--- src/hdl/skm_pkg.sv ---
// ---------------------------------------------------------------------------
// skm_pkg
// Shared types, codes and constants for the sorted key multimap.
// ---------------------------------------------------------------------------
`timescale 1ns / 1ps

package skm_pkg;

    localparam int CAPACITY_DEF = 16;
    localparam int CNT_W        = 7;
    localparam int KEY_W        = 32;
    localparam int VAL_W        = 32;
    localparam int IDX_W        = 6;
    localparam int ST_W         = 2;

    localparam logic [ST_W-1:0] ST_OK   = 2'd0;
    localparam logic [ST_W-1:0] ST_FULL = 2'd1;
    localparam logic [ST_W-1:0] ST_MISS = 2'd2;

    typedef enum logic [2:0] {
        ACT_INSERT    = 3'd0,
        ACT_RM_PAIR   = 3'd1,
        ACT_RM_ALL    = 3'd2,
        ACT_LOOKUP    = 3'd3,
        ACT_RM_AT     = 3'd4
    } act_t;

    typedef enum logic [0:0] {
        RD_PTR_DEC,
        RD_PTR_RUN
    } rd_src_t;

    typedef enum logic [2:0] {
        P_HOLD,
        P_INC,
        P_DEC,
        P_ZERO,
        P_CNT,
        P_IDX,
        P_ADD_RUN
    } ptr_op_t;

    typedef enum logic [1:0] {
        R_HOLD,
        R_ZERO,
        R_INC,
        R_ONE
    } run_op_t;

    typedef enum logic [1:0] {
        W_NONE,
        W_MOVE,
        W_NEW
    } wr_op_t;

    typedef enum logic [1:0] {
        C_HOLD,
        C_INC,
        C_SUB
    } cnt_op_t;

    typedef struct packed {
        logic            load;
        logic            rd_en;
        rd_src_t         rd_src;
        ptr_op_t         ptr_op;
        run_op_t         run_op;
        wr_op_t          wr_op;
        cnt_op_t         cnt_op;
        logic            pend_load;
        logic            emit;
        logic [ST_W-1:0] emit_status;
        logic            emit_val;
        logic            emit_rem;
        logic            emit_last;
    } cmd_t;

    typedef struct packed {
        logic [2:0] action;
        logic       full;
        logic       idx_bad;
        logic       ptr_zero;
        logic       pos_end;
        logic       run_zero;
        logic       key_lt;
        logic       key_eq;
        logic       val_eq;
    } stat_t;

endpackage

--- src/hdl/skm_datapath.sv ---
// ---------------------------------------------------------------------------
// skm_datapath
// Entry storage, scan pointers, compares and the registered result stage.
// ---------------------------------------------------------------------------
`timescale 1ns / 1ps

module skm_datapath #(
    parameter int CAPACITY = skm_pkg::CAPACITY_DEF
) (
    input  logic                          clk,
    input  logic                          rst_n,
    input  skm_pkg::cmd_t                 cmd,
    output skm_pkg::stat_t                stat,
    input  logic [2:0]                    action,
    input  logic signed [skm_pkg::KEY_W-1:0] key,
    input  logic [skm_pkg::VAL_W-1:0]     value,
    input  logic [skm_pkg::IDX_W-1:0]     index,
    output logic                          strobe,
    output logic [skm_pkg::ST_W-1:0]      status,
    output logic [skm_pkg::VAL_W-1:0]     found_value,
    output logic [skm_pkg::CNT_W-1:0]     removed_count,
    output logic [skm_pkg::CNT_W-1:0]     entry_count,
    output logic                          last
);

    localparam int AW = (CAPACITY > 1) ? $clog2(CAPACITY) : 1;
    localparam logic [skm_pkg::CNT_W-1:0] CAP_C = skm_pkg::CNT_W'(CAPACITY);

    logic signed [skm_pkg::KEY_W-1:0] key_mem [CAPACITY];
    logic [skm_pkg::VAL_W-1:0]        val_mem [CAPACITY];

    logic [2:0]                       act_reg;
    logic signed [skm_pkg::KEY_W-1:0] key_reg;
    logic [skm_pkg::VAL_W-1:0]        val_reg;
    logic [skm_pkg::IDX_W-1:0]        idx_reg;
    logic [skm_pkg::CNT_W-1:0]        cnt_reg, cnt_next;
    logic [skm_pkg::CNT_W-1:0]        ptr_reg, ptr_next;
    logic [skm_pkg::CNT_W-1:0]        run_reg, run_next;
    logic [skm_pkg::VAL_W-1:0]        pend_reg;
    logic signed [skm_pkg::KEY_W-1:0] rkey_reg;
    logic [skm_pkg::VAL_W-1:0]        rval_reg;

    logic                             strobe_reg;
    logic [skm_pkg::ST_W-1:0]         status_reg;
    logic [skm_pkg::VAL_W-1:0]        fval_reg;
    logic [skm_pkg::CNT_W-1:0]        rem_reg;
    logic [skm_pkg::CNT_W-1:0]        ecnt_reg;
    logic                             last_reg;

    logic [skm_pkg::CNT_W:0]          pos;
    logic [skm_pkg::CNT_W-1:0]        ptr_dec;
    logic [AW-1:0]                    raddr;
    logic [AW-1:0]                    waddr;

    assign pos     = {1'b0, ptr_reg} + {1'b0, run_reg};
    assign ptr_dec = ptr_reg - 1'b1;
    assign raddr   = (cmd.rd_src == skm_pkg::RD_PTR_DEC) ? ptr_dec[AW-1:0] : pos[AW-1:0];
    assign waddr   = ptr_reg[AW-1:0];

    always_comb
    begin
        stat.action   = act_reg;
        stat.full     = (cnt_reg >= CAP_C);
        stat.idx_bad  = ({1'b0, idx_reg} >= cnt_reg);
        stat.ptr_zero = (ptr_reg == '0);
        stat.pos_end  = (pos >= {1'b0, cnt_reg});
        stat.run_zero = (run_reg == '0);
        stat.key_lt   = (rkey_reg < key_reg);
        stat.key_eq   = (rkey_reg == key_reg);
        stat.val_eq   = (rval_reg == val_reg);
    end

    always_comb
    begin
        ptr_next = ptr_reg;
        unique case (cmd.ptr_op)
            skm_pkg::P_HOLD:    ptr_next = ptr_reg;
            skm_pkg::P_INC:     ptr_next = ptr_reg + 1'b1;
            skm_pkg::P_DEC:     ptr_next = ptr_dec;
            skm_pkg::P_ZERO:    ptr_next = '0;
            skm_pkg::P_CNT:     ptr_next = cnt_reg;
            skm_pkg::P_IDX:     ptr_next = {1'b0, idx_reg};
            skm_pkg::P_ADD_RUN: ptr_next = pos[skm_pkg::CNT_W-1:0];
            default:            ptr_next = ptr_reg;
        endcase
        run_next = run_reg;
        unique case (cmd.run_op)
            skm_pkg::R_HOLD: run_next = run_reg;
            skm_pkg::R_ZERO: run_next = '0;
            skm_pkg::R_INC:  run_next = run_reg + 1'b1;
            skm_pkg::R_ONE:  run_next = skm_pkg::CNT_W'(1);
            default:         run_next = run_reg;
        endcase
        cnt_next = cnt_reg;
        unique case (cmd.cnt_op)
            skm_pkg::C_HOLD: cnt_next = cnt_reg;
            skm_pkg::C_INC:  cnt_next = cnt_reg + 1'b1;
            skm_pkg::C_SUB:  cnt_next = cnt_reg - run_reg;
            default:         cnt_next = cnt_reg;
        endcase
    end

    always_ff @(posedge clk or negedge rst_n)
    begin
        if (!rst_n)
        begin
            cnt_reg    <= '0;
            ptr_reg    <= '0;
            run_reg    <= '0;
            strobe_reg <= 1'b0;
        end
        else
        begin
            cnt_reg    <= cnt_next;
            ptr_reg    <= ptr_next;
            run_reg    <= run_next;
            strobe_reg <= cmd.emit;
        end
    end

    always_ff @(posedge clk)
    begin
        if (cmd.load)
        begin
            act_reg <= action;
            key_reg <= key;
            val_reg <= value;
            idx_reg <= index;
        end
        if (cmd.pend_load)
            pend_reg <= rval_reg;
        if (cmd.rd_en)
        begin
            rkey_reg <= key_mem[raddr];
            rval_reg <= val_mem[raddr];
        end
        if (cmd.wr_op == skm_pkg::W_MOVE)
        begin
            key_mem[waddr] <= rkey_reg;
            val_mem[waddr] <= rval_reg;
        end
        else if (cmd.wr_op == skm_pkg::W_NEW)
        begin
            key_mem[waddr] <= key_reg;
            val_mem[waddr] <= val_reg;
        end
        if (cmd.emit)
        begin
            status_reg <= cmd.emit_status;
            fval_reg   <= cmd.emit_val ? pend_reg : '0;
            rem_reg    <= cmd.emit_rem ? run_reg : '0;
            ecnt_reg   <= cnt_next;
            last_reg   <= cmd.emit_last;
        end
    end

    assign strobe        = strobe_reg;
    assign status        = status_reg;
    assign found_value   = fval_reg;
    assign removed_count = rem_reg;
    assign entry_count   = ecnt_reg;
    assign last          = last_reg;

`ifndef SYNTHESIS
    a_cnt_bound: assert property (@(posedge clk) disable iff (!rst_n)
        cnt_reg <= CAP_C)
        else $error("entry count past capacity");
    a_wr_bound: assert property (@(posedge clk) disable iff (!rst_n)
        cmd.wr_op != skm_pkg::W_NONE |-> ptr_reg < CAP_C)
        else $error("write past capacity");
    a_full_cnt: assert property (@(posedge clk) disable iff (!rst_n)
        strobe_reg && status_reg == skm_pkg::ST_FULL |-> ecnt_reg == CAP_C)
        else $error("full reported below capacity");
    a_sub_bound: assert property (@(posedge clk) disable iff (!rst_n)
        cmd.cnt_op == skm_pkg::C_SUB |-> run_reg <= cnt_reg)
        else $error("removal larger than count");
`endif

endmodule

--- src/hdl/skm_ctrl.sv ---
// ---------------------------------------------------------------------------
// skm_ctrl
// Sequencer for insert, removal and lookup transactions.
// ---------------------------------------------------------------------------
`timescale 1ns / 1ps

module skm_ctrl (
    input  logic           clk,
    input  logic           rst_n,
    input  logic           start,
    output logic           busy,
    input  skm_pkg::stat_t stat,
    output skm_pkg::cmd_t  cmd
);

    typedef enum logic [3:0] {
        S_IDLE,
        S_DISPATCH,
        S_INS_CHK,
        S_INS_EV,
        S_INS_NEW,
        S_SCAN_RD,
        S_SCAN_EV,
        S_SCAN_END,
        S_DROP_CHK,
        S_DROP_WR,
        S_DROP_FIN
    } state_t;

    state_t state_reg, state_next;

    always_comb
    begin
        state_next      = state_reg;
        cmd             = '0;
        cmd.rd_src      = skm_pkg::RD_PTR_RUN;
        cmd.ptr_op      = skm_pkg::P_HOLD;
        cmd.run_op      = skm_pkg::R_HOLD;
        cmd.wr_op       = skm_pkg::W_NONE;
        cmd.cnt_op      = skm_pkg::C_HOLD;
        cmd.emit_status = skm_pkg::ST_OK;
        unique case (state_reg)
            S_IDLE:
            begin
                if (start)
                begin
                    cmd.load   = 1'b1;
                    state_next = S_DISPATCH;
                end
            end
            S_DISPATCH:
            begin
                case (stat.action)
                    skm_pkg::ACT_INSERT:
                    begin
                        if (stat.full)
                        begin
                            cmd.emit        = 1'b1;
                            cmd.emit_status = skm_pkg::ST_FULL;
                            cmd.emit_last   = 1'b1;
                            state_next      = S_IDLE;
                        end
                        else
                        begin
                            cmd.ptr_op = skm_pkg::P_CNT;
                            state_next = S_INS_CHK;
                        end
                    end
                    skm_pkg::ACT_RM_PAIR, skm_pkg::ACT_RM_ALL, skm_pkg::ACT_LOOKUP:
                    begin
                        cmd.ptr_op = skm_pkg::P_ZERO;
                        cmd.run_op = skm_pkg::R_ZERO;
                        state_next = S_SCAN_RD;
                    end
                    skm_pkg::ACT_RM_AT:
                    begin
                        if (stat.idx_bad)
                        begin
                            cmd.emit        = 1'b1;
                            cmd.emit_status = skm_pkg::ST_MISS;
                            cmd.emit_last   = 1'b1;
                            state_next      = S_IDLE;
                        end
                        else
                        begin
                            cmd.ptr_op = skm_pkg::P_IDX;
                            cmd.run_op = skm_pkg::R_ONE;
                            state_next = S_DROP_CHK;
                        end
                    end
                    default:
                    begin
                        cmd.emit        = 1'b1;
                        cmd.emit_status = skm_pkg::ST_MISS;
                        cmd.emit_last   = 1'b1;
                        state_next      = S_IDLE;
                    end
                endcase
            end
            S_INS_CHK:
            begin
                if (stat.ptr_zero)
                    state_next = S_INS_NEW;
                else
                begin
                    cmd.rd_en  = 1'b1;
                    cmd.rd_src = skm_pkg::RD_PTR_DEC;
                    state_next = S_INS_EV;
                end
            end
            S_INS_EV:
            begin
                if (!stat.key_lt && !stat.key_eq)
                begin
                    cmd.wr_op  = skm_pkg::W_MOVE;
                    cmd.ptr_op = skm_pkg::P_DEC;
                    state_next = S_INS_CHK;
                end
                else
                    state_next = S_INS_NEW;
            end
            S_INS_NEW:
            begin
                cmd.wr_op     = skm_pkg::W_NEW;
                cmd.cnt_op    = skm_pkg::C_INC;
                cmd.emit      = 1'b1;
                cmd.emit_last = 1'b1;
                state_next    = S_IDLE;
            end
            S_SCAN_RD:
            begin
                if (stat.pos_end)
                    state_next = S_SCAN_END;
                else
                begin
                    cmd.rd_en  = 1'b1;
                    state_next = S_SCAN_EV;
                end
            end
            S_SCAN_EV:
            begin
                if (stat.run_zero && stat.key_lt)
                begin
                    cmd.ptr_op = skm_pkg::P_INC;
                    state_next = S_SCAN_RD;
                end
                else if (stat.key_eq)
                begin
                    if (stat.action == skm_pkg::ACT_RM_PAIR && stat.val_eq)
                    begin
                        cmd.ptr_op = skm_pkg::P_ADD_RUN;
                        cmd.run_op = skm_pkg::R_ONE;
                        state_next = S_DROP_CHK;
                    end
                    else
                    begin
                        if (stat.action == skm_pkg::ACT_LOOKUP)
                        begin
                            cmd.emit      = !stat.run_zero;
                            cmd.emit_val  = 1'b1;
                            cmd.pend_load = 1'b1;
                        end
                        cmd.run_op = skm_pkg::R_INC;
                        state_next = S_SCAN_RD;
                    end
                end
                else
                    state_next = S_SCAN_END;
            end
            S_SCAN_END:
            begin
                if (stat.action == skm_pkg::ACT_RM_ALL && !stat.run_zero)
                    state_next = S_DROP_CHK;
                else
                begin
                    cmd.emit      = 1'b1;
                    cmd.emit_last = 1'b1;
                    if (stat.action == skm_pkg::ACT_LOOKUP && !stat.run_zero)
                        cmd.emit_val = 1'b1;
                    else
                        cmd.emit_status = skm_pkg::ST_MISS;
                    state_next = S_IDLE;
                end
            end
            S_DROP_CHK:
            begin
                if (stat.pos_end)
                    state_next = S_DROP_FIN;
                else
                begin
                    cmd.rd_en  = 1'b1;
                    state_next = S_DROP_WR;
                end
            end
            S_DROP_WR:
            begin
                cmd.wr_op  = skm_pkg::W_MOVE;
                cmd.ptr_op = skm_pkg::P_INC;
                state_next = S_DROP_CHK;
            end
            S_DROP_FIN:
            begin
                cmd.cnt_op    = skm_pkg::C_SUB;
                cmd.emit      = 1'b1;
                cmd.emit_rem  = 1'b1;
                cmd.emit_last = 1'b1;
                state_next    = S_IDLE;
            end
            default:
                state_next = S_IDLE;
        endcase
    end

    always_ff @(posedge clk or negedge rst_n)
    begin
        if (!rst_n)
            state_reg <= S_IDLE;
        else
            state_reg <= state_next;
    end

    assign busy = (state_reg != S_IDLE);

`ifndef SYNTHESIS
    a_emit_busy: assert property (@(posedge clk) disable iff (!rst_n)
        cmd.emit |-> busy)
        else $error("result emitted while idle");
    a_last_idle: assert property (@(posedge clk) disable iff (!rst_n)
        cmd.emit && cmd.emit_last |=> !busy)
        else $error("final result without return to idle");
    a_load_idle: assert property (@(posedge clk) disable iff (!rst_n)
        cmd.load |-> !busy && start)
        else $error("capture outside accept");
`endif

endmodule

--- src/hdl/sorted_key_multimap.sv ---
// A full-table insert, a bad index or an unknown action is answered from the dispatch state
// without a walk of the table; other actions walk the table and may then shift entries;
// lookup gives one result per matching entry.
// Throughput: one transaction at a time; busy stays high until the final result is issued,
// set by the entry memory read and shift loop, which reads and moves one entry at a time.
// Reset: rst_n clears the entry count and controller; stored entries are not cleared.
// Results are strobed for one cycle and cannot be stalled by the receiver.
// ---------------------------------------------------------------------------
// sorted_key_multimap
// Sorted key/value table with duplicate keys: insert, remove and lookup.
// ---------------------------------------------------------------------------
`timescale 1ns / 1ps

module sorted_key_multimap #(
    parameter int CAPACITY = skm_pkg::CAPACITY_DEF
) (
    input  logic                             clk,
    input  logic                             rst_n,
    input  logic                             start,
    output logic                             busy,
    input  logic [2:0]                       action,
    input  logic signed [skm_pkg::KEY_W-1:0] key,
    input  logic [skm_pkg::VAL_W-1:0]        value,
    input  logic [skm_pkg::IDX_W-1:0]        index,
    output logic                             strobe,
    output logic [skm_pkg::ST_W-1:0]         status,
    output logic [skm_pkg::VAL_W-1:0]        found_value,
    output logic [skm_pkg::CNT_W-1:0]        removed_count,
    output logic [skm_pkg::CNT_W-1:0]        entry_count,
    output logic                             last
);

    skm_pkg::cmd_t  cmd;
    skm_pkg::stat_t stat;

    skm_ctrl u_ctrl (
        .clk   (clk),
        .rst_n (rst_n),
        .start (start),
        .busy  (busy),
        .stat  (stat),
        .cmd   (cmd)
    );

    skm_datapath #(
        .CAPACITY (CAPACITY)
    ) u_datapath (
        .clk           (clk),
        .rst_n         (rst_n),
        .cmd           (cmd),
        .stat          (stat),
        .action        (action),
        .key           (key),
        .value         (value),
        .index         (index),
        .strobe        (strobe),
        .status        (status),
        .found_value   (found_value),
        .removed_count (removed_count),
        .entry_count   (entry_count),
        .last          (last)
    );

endmodule
--- config.mk ---
export PLATFORM = sky130hd
export DESIGN_NAME = sorted_key_multimap
export DESIGN_NICKNAME = d
export VERILOG_FILES = /design/src/hdl/skm_pkg.sv /design/src/hdl/skm_datapath.sv /design/src/hdl/skm_ctrl.sv /design/src/hdl/sorted_key_multimap.sv
export SDC_FILE = /design/constraint.sdc
export NUM_CORES = 2
export LEC_CHECK = 0
export BUFFER_PORTS_ARGS = -buffer_cell sky130_fd_sc_hd__buf_4
export CAP_MARGIN = 20
export CORE_ASPECT_RATIO = 0.8
export CORE_MARGIN = 1
export CORE_UTILIZATION = 35
export DETAILED_ROUTE_END_ITERATION = 6
export REMOVE_ABC_BUFFERS = 1
export SLEW_MARGIN = 20
export SYNTH_ARGS = -nofsm -noshare
export SYNTH_HDL_FRONTEND = slang
export SYNTH_SLANG_ARGS = --single-unit
--- constraint.sdc ---
create_clock -name clk -period 8.8 [get_ports clk]
set_input_delay 0.44 -clock clk [delete_from_list [all_inputs] [get_ports clk]]
set_output_delay 0.44 -clock clk [all_outputs]
set_load 0.01 [all_outputs]
After elaboration in Yosys (flattened, before gate mapping):

Memory sizes are Yosys's and may differ from the RTL's. A register that Yosys moved wholly into a read port is not among the register bits.
Cells that the tools add are included.

* bits in registers: 180
* RAM bits: 1024
* input port bits: 76
* word-level logic and storage cells: 146
* memories kept: 2

* add/sub/neg operators: 6
* order comparisons: 4
* eq/ne operators: 30
* multiplexer cells: 69
* bitwise operators: 2
* reduce and logical (&&, ||, !) cells: 18

Memory list
* u_datapath.key_mem: words 16, width 32, rd ports 1, clocked after memory_dff 1, wr ports 1, RTL line skm_datapath.sv:29 `logic signed [skm_pkg::KEY_W-1:0] key_mem [CAPACITY];`
* u_datapath.val_mem: words 16, width 32, rd ports 1, clocked after memory_dff 1, wr ports 1, RTL line skm_datapath.sv:30 `logic [skm_pkg::VAL_W-1:0] val_mem [CAPACITY];`

Operators with widths (number)
* 32-bit == test: 2
* 32-bit 2-to-1 mux: 2
* 7-bit case mux with 6 select lines: 1
* 4-bit case mux with 9 select lines: 1
* 32-bit less-than comparator: 1
* 4-bit 2-to-1 mux: 8
* 1-bit 2-to-1 mux: 22
* 7-bit by 1-bit adder with 7-bit output, second input constant: 3
* 3-bit 2-to-1 mux: 7
* 7-bit case mux with 3 select lines: 1
* 2-bit 2-to-1 mux: 10
* 3-bit case mux with 3 select lines: 2
* 4-bit by 3-bit == test with 1-bit output, second input constant: 4
* 2-bit case mux with 2 select lines: 4
* 7-bit logical NOT: 2
* 7-bit case mux with 2 select lines: 1
* 3-bit by 2-bit == test with 1-bit output, second input constant: 4
* 3-bit == test, second input constant: 4
* 4-bit == test, second input constant: 3
* 3-bit case mux with 4 select lines: 1
* 4-bit case mux with 3 select lines: 1
* 5-bit 2-to-1 mux: 2
* 7-bit by 7-bit adder with 8-bit output: 1
* 2-bit == test, second input constant: 4
* other kinds (24): 38

Logic depth before layout (Yosys ltp):

* depth after elaboration: 10
* gate-level depth with buffers: 18

By module:

Synthesis repeated with hierarchy kept, for this count alone.

* cell total of the unflattened synthesis: 2448
* area, all modules: 50802.5 um2

Modules (own cells, without submodules)
* skm_datapath: instances 1, cells each 2354, area each 50149.3 um2, sequential area each 37846.3 um2
* skm_ctrl: instances 1, cells each 94, area each 653.1 um2, sequential area each 100.1 um2

Worst setup path after synthesis:

Ideal clock, no wire load.

* path kind: register -> register
* from: register u_datapath.run_reg[0] (netlist name)
* to: register u_datapath.rkey_reg[0] (netlist name) (read register of u_datapath.key_mem) (enable)
* arrival: 7111 ps
* data required time: 8219 ps
* path slack: 1108 ps
* stages on the path, launching flop included: 13
* buffers on the path: 0
* cells stage by stage: dfrtp_1 > ha_1 > fa_1 > a21oi_1 > nor2_1 > nor2_1 > o21bai_1 > a21oi_1 > xnor2_1 > ha_1 > a2111oi_0 > o21ai_0 > o31ai_1

RTL lines
* from (decl): RTL line skm_datapath.sv:38 `logic [skm_pkg::CNT_W-1:0] run_reg, run_next;`
* from (signal assigned): RTL line skm_datapath.sv:116 `run_reg <= run_next;`
* to (decl): RTL line skm_datapath.sv:40 `logic signed [skm_pkg::KEY_W-1:0] rkey_reg;`

Worst setup path after layout:

* from: register u_datapath.rkey_reg[27] (netlist name) (read register of u_datapath.key_mem)
* to: memory u_datapath.key_mem[8][0] (netlist name) (enable)

* word-level cells in the longest chain between the ends: 10
* elaborated cells between the ends (all ways): 15
* classes of those cells: order compare (1); eq/ne (3); mux (7); bitwise (1); reduce/logical (3)

RTL lines
* 32-bit less-than comparator or 32-bit == test (tied branches): RTL line skm_datapath.sv:68, skm_datapath.sv:69
* 1-bit logical NOT: RTL line skm_ctrl.sv:113 `if (!stat.key_lt && !stat.key_eq)`
* 1-bit logical AND (*): RTL line skm_ctrl.sv:113
* 1-bit 2-to-1 mux (*): RTL line skm_ctrl.sv:113
* 2-bit case mux with 3 select lines (*): RTL line skm_ctrl.sv:42 `unique case (state_reg)`
* 2-bit == test: RTL line skm_datapath.sv:142 `else if (cmd.wr_op == skm_pkg::W_NEW)`
* 1-bit 2-to-1 mux: RTL line skm_datapath.sv:142
* 1-bit 2-to-1 mux: RTL line skm_datapath.sv:137 `if (cmd.wr_op == skm_pkg::W_MOVE)`
* 1-bit 2-to-1 mux (implied by the code): RTL line skm_datapath.sv:144 `key_mem[waddr] <= key_reg;`
* 1-bit OR (no line) (*)
* to (decl): RTL line skm_datapath.sv:29

Every way passes the cells marked *; elsewhere a longest branch is shown, timed or not.

==> impl_metrics.py <==
metrics = {
    "sta": {
        "fmax_mhz": 183,
        "fin_crit_ps": 5450,
        "fin_setup_tns_ps": 0,
        "fin_skew_ps": 38.1,
        "worst_pin_slew_ps": 1120,
        "rsz0062_at_grt": "no",
        "finalHoldViolCount": 0,
        "setup_viol": 0,
        "fin_crit_sh_pct": 62.0,
        "slew_headroom_pct": 25.3,
        "finalMaxSlewViolations": 0,
    },
    "yosys": {
        "ys_ff_latch": 1268,
        "netlist_instances": 3584,
        "async_flop_share_pct": 2.05,
        "synthFlopType": "edfxtp_1",
        "synth-warning-count": 0,
        "synth-edff-count": 1242,
        "synthesis.area_sq_mm": 0.0519,
        "synth.distinct_cells": 73,
        "syn_avg_cell_area_sq_um": 14.5,
        "ys_seq_area_share_pct": 73.1,
    },
    "power_and_ir_drop": {
        "p_int_mw": 13.7,
        "p_switching_mw": 8.84,
        "power_frac_seq_pct": 39.1,
        "pwr-share-clk_pct": 22.0,
        "power_leakage_nw": 19.4,
        "pwr_density_cell_mw_per_mm2": 379,
        "p_sw_share_pct": 39.1,
        "finalPower_mw": 22.6,
        "pwr-share-comb_pct": 39.0,
        "vdd_ir_drop_max_uv": 660,
    },
    "drt": {
        "wire_per_inst_microns": 21.9,
        "firstDrtPassIters": 6,
        "vias": 30400,
        "antenna_left": 0,
        "drc_errors": 0,
        "drtIter0Drc": 2919,
        "wl_microns": 127000,
        "via_per_inst": 5.24,
    },
    "finish": {
        "ff_latch_area_sq_mm": 0.0379,
        "layout-area-overhead-vs-synth_pct": 14.8,
        "fillers": 13300,
        "final_cells": 5796,
        "diodes": 0,
        "layout_common_cells": "edfxtp_1, nand2_1, a211oi_1, and2_1, buf_4",
        "design_area_sq_mm": 0.0596,
        "drive_gt1_share_pct": 11.9,
        "reg.largest.list": "u_datapath.key_mem: 512 flops, u_datapath.val_mem: 512 flops",
        "multiInputGateArea_sq_mm": 0.0130,
        "mostFrequentLayoutCell": "edfxtp_1",
        "fin_nets": 3872,
    },
    "floorplan": {
        "die-area_sq_mm": 0.150,
        "rows": 125,
        "io_pins": 127,
        "die_w_microns": 433,
        "die_h_microns": 346,
        "core_area_sq_mm": 0.146,
        "initial_utilization_pct": 35.5,
    },
    "cts": {
        "insertion_delay_ps": 760,
        "clockBufferDepth": 3,
        "cts_resized": 0,
        "clkSinkCount": 1268,
        "cts_tree": "yes",
        "cts.repair_timing.setup_buffer_count": 0,
        "cts-htree-levels": 3,
        "clock-root-buffer": "clkbuf_16",
        "hold_buffers": 74,
        "cts_buffers": 120,
        "cts.clk_slew.worst_paths_ps": 60,
    },
    "setup_path": {
        "ff2ff_setup_slack_ps": 3350,
        "end_kind": "flop",
        "critPathRequiredTime_ps": 9160,
        "crit_end": "u_datapath.key_mem[8][0]$_DFFE_PP_",
        "cp.arrival_ps": 5810,
        "crit_type": "reg -> reg",
        "worst_setup_path_start_kind": "flop",
        "r2r_end": "u_datapath.key_mem[8][0]$_DFFE_PP_",
        "r2r_start": "u_datapath.rkey_reg[27]$_DFFE_PP_",
        "crit_path_max_fanout": 35,
        "rr_worst_depth": 14,
        "crit_start": "u_datapath.rkey_reg[27]$_DFFE_PP_",
    },
    "placed_design": {
        "gp_congestion": 0.788,
        "dpl-instance-area_sq_mm": 0.0551,
        "io_buffers": 126,
        "dp_hpwl_microns": 70200,
        "dp_cells": 5494,
    },
    "grt": {
        "grt_pass1_vias": 29500,
        "grt_antenna_before_repair": 7,
        "grtUsageTotal_pct": 16.8,
        "grt_max_degree": 198,
        "overflow": 0,
        "grt_pass1_wl_microns": 190000,
    },
    "run": {
        "cap_viol_max_count": 0,
    },
    "status": {
        "outcome": "completed",
    },
    "min_path": {
        "min_path_type": "in -> reg",
    },
}
[how the worst min path moves through the flow]
stage                      from                               to  slack, ps  cells after the start
after detailed placement  rst_n  u_datapath.cnt_reg[2]$_DFF_PN0_        400                      1
final                     start  u_ctrl.state_reg[0]$_DFFE_PN0P_        140                      4
after floorplan           rst_n  u_ctrl.state_reg[0]$_DFFE_PN0P_        140                      0
after CTS                 start  u_ctrl.state_reg[0]$_DFFE_PN0P_         90                      4
after global routing      start  u_ctrl.state_reg[0]$_DFFE_PN0P_        160                      4
after global placement    rst_n  u_datapath.cnt_reg[2]$_DFF_PN0_        400                      1
[metrics by stage]
step	util [%]	hold slack, ps	setup slack [ps]
after global placement	37.6	396	3460
after detailed placement	37.7	399	3360
after global routing	40.7	162	3030
after floorplan	-	144	-11090
after CTS	40.7	90.6	3300
final	40.7	143	3350
[critical path, cell delays in order (launching register included)]
cell	delay, ps
edfxtp_1	390
ha_1	330
nand4_1	230
nor4_4	340
and4_1	390
o41a_2	250
o22ai_2	200
nor2_1	210
a21oi_1	80
or3b_2	480
ha_4	290
nand2b_1	330
nor2_4	390
buf_4	450
buf_4	640
[Yosys cell counts (3+ instances only)]
library cell,n,share of area (%)
nand2b_1,12,0.14
xor2_1,16,0.27
mux2_4,3,0.087
a31oi_1,129,1.6
a311oi_1,128,2.2
dfrtp_1,26,1.3
or2_2,3,0.036
nor2b_1,16,0.19
nor3_1,10,0.096
o21bai_1,5,0.072
xnor2_1,34,0.57
nand4_1,16,0.19
and3_1,11,0.13
ha_1,71,1.7
nor4_1,6,0.072
o31ai_1,3,0.043
mux2i_1,7,0.14
o21ai_0,25,0.24
o2bb2ai_1,3,0.051
nor2_1,53,0.38
o21ai_1,3,0.029
a22oi_1,5,0.072
nand3b_1,3,0.043
nand3_1,13,0.13
nand2_1,549,4.0
mux2_2,64,1.4
a21o_1,11,0.16
inv_1,58,0.42
and2_1,230,2.8
a211oi_1,322,4.7
buf_1,11,0.080
a21oi_1,160,1.5
buf_2,33,0.32
clkbuf_1,191,1.4
edfxtp_1,1242,72
a221oi_2,3,0.087
and2_0,63,0.76
[routing by layer]
metal  global-route usage, %  part of all wire, %  vias to the layer above
met4                    4.64                  2.1                        4
met1                    24.5                   46                    15300
met2                    25.8                   46                      884
li1                        -                    -                    14000
met5                       0                0.017                        -
met3                    2.75                  6.0                      146
[layout make-up]
| class | instances | share of cell area [%] |
|---|---|---|
| clock buffer | 149 | 5.26 |
| clock inverter | 78 | 1.01 |
| inverter | 58 | 0.366 |
| multi-input combinational | 2021 | 21.8 |
| sequential | 1268 | 63.7 |
| tap | 1968 | 4.13 |
| timing repair buffer | 254 | 3.68 |
[power by group through the flow]
stage | Combinational (mW) | Sequential, mW | Clock, mW
2_1_floorplan | 5.33 | 8.78 | 0
3_3_place_gp | 8.77 | 8.93 | 0
3_5_place_dp | 8.85 | 8.95 | 0
4_1_cts | 8.90 | 8.83 | 5.05
5_1_grt | 9.71 | 8.89 | 5.28
6_report | 8.80 | 8.82 | 4.96
[logic make-up after synthesis]
kind of cell	share of synthesized area, %
adder cells (fa/ha/maj)	1.79
flip-flops	73.1
buffers and inverters	2.24
AO/OA/AOI/OAI	11.1
XOR/XNOR	0.844
AND/OR/NAND/NOR	9.20
multiplexers	1.72
(Power assumes the default switching activity.)
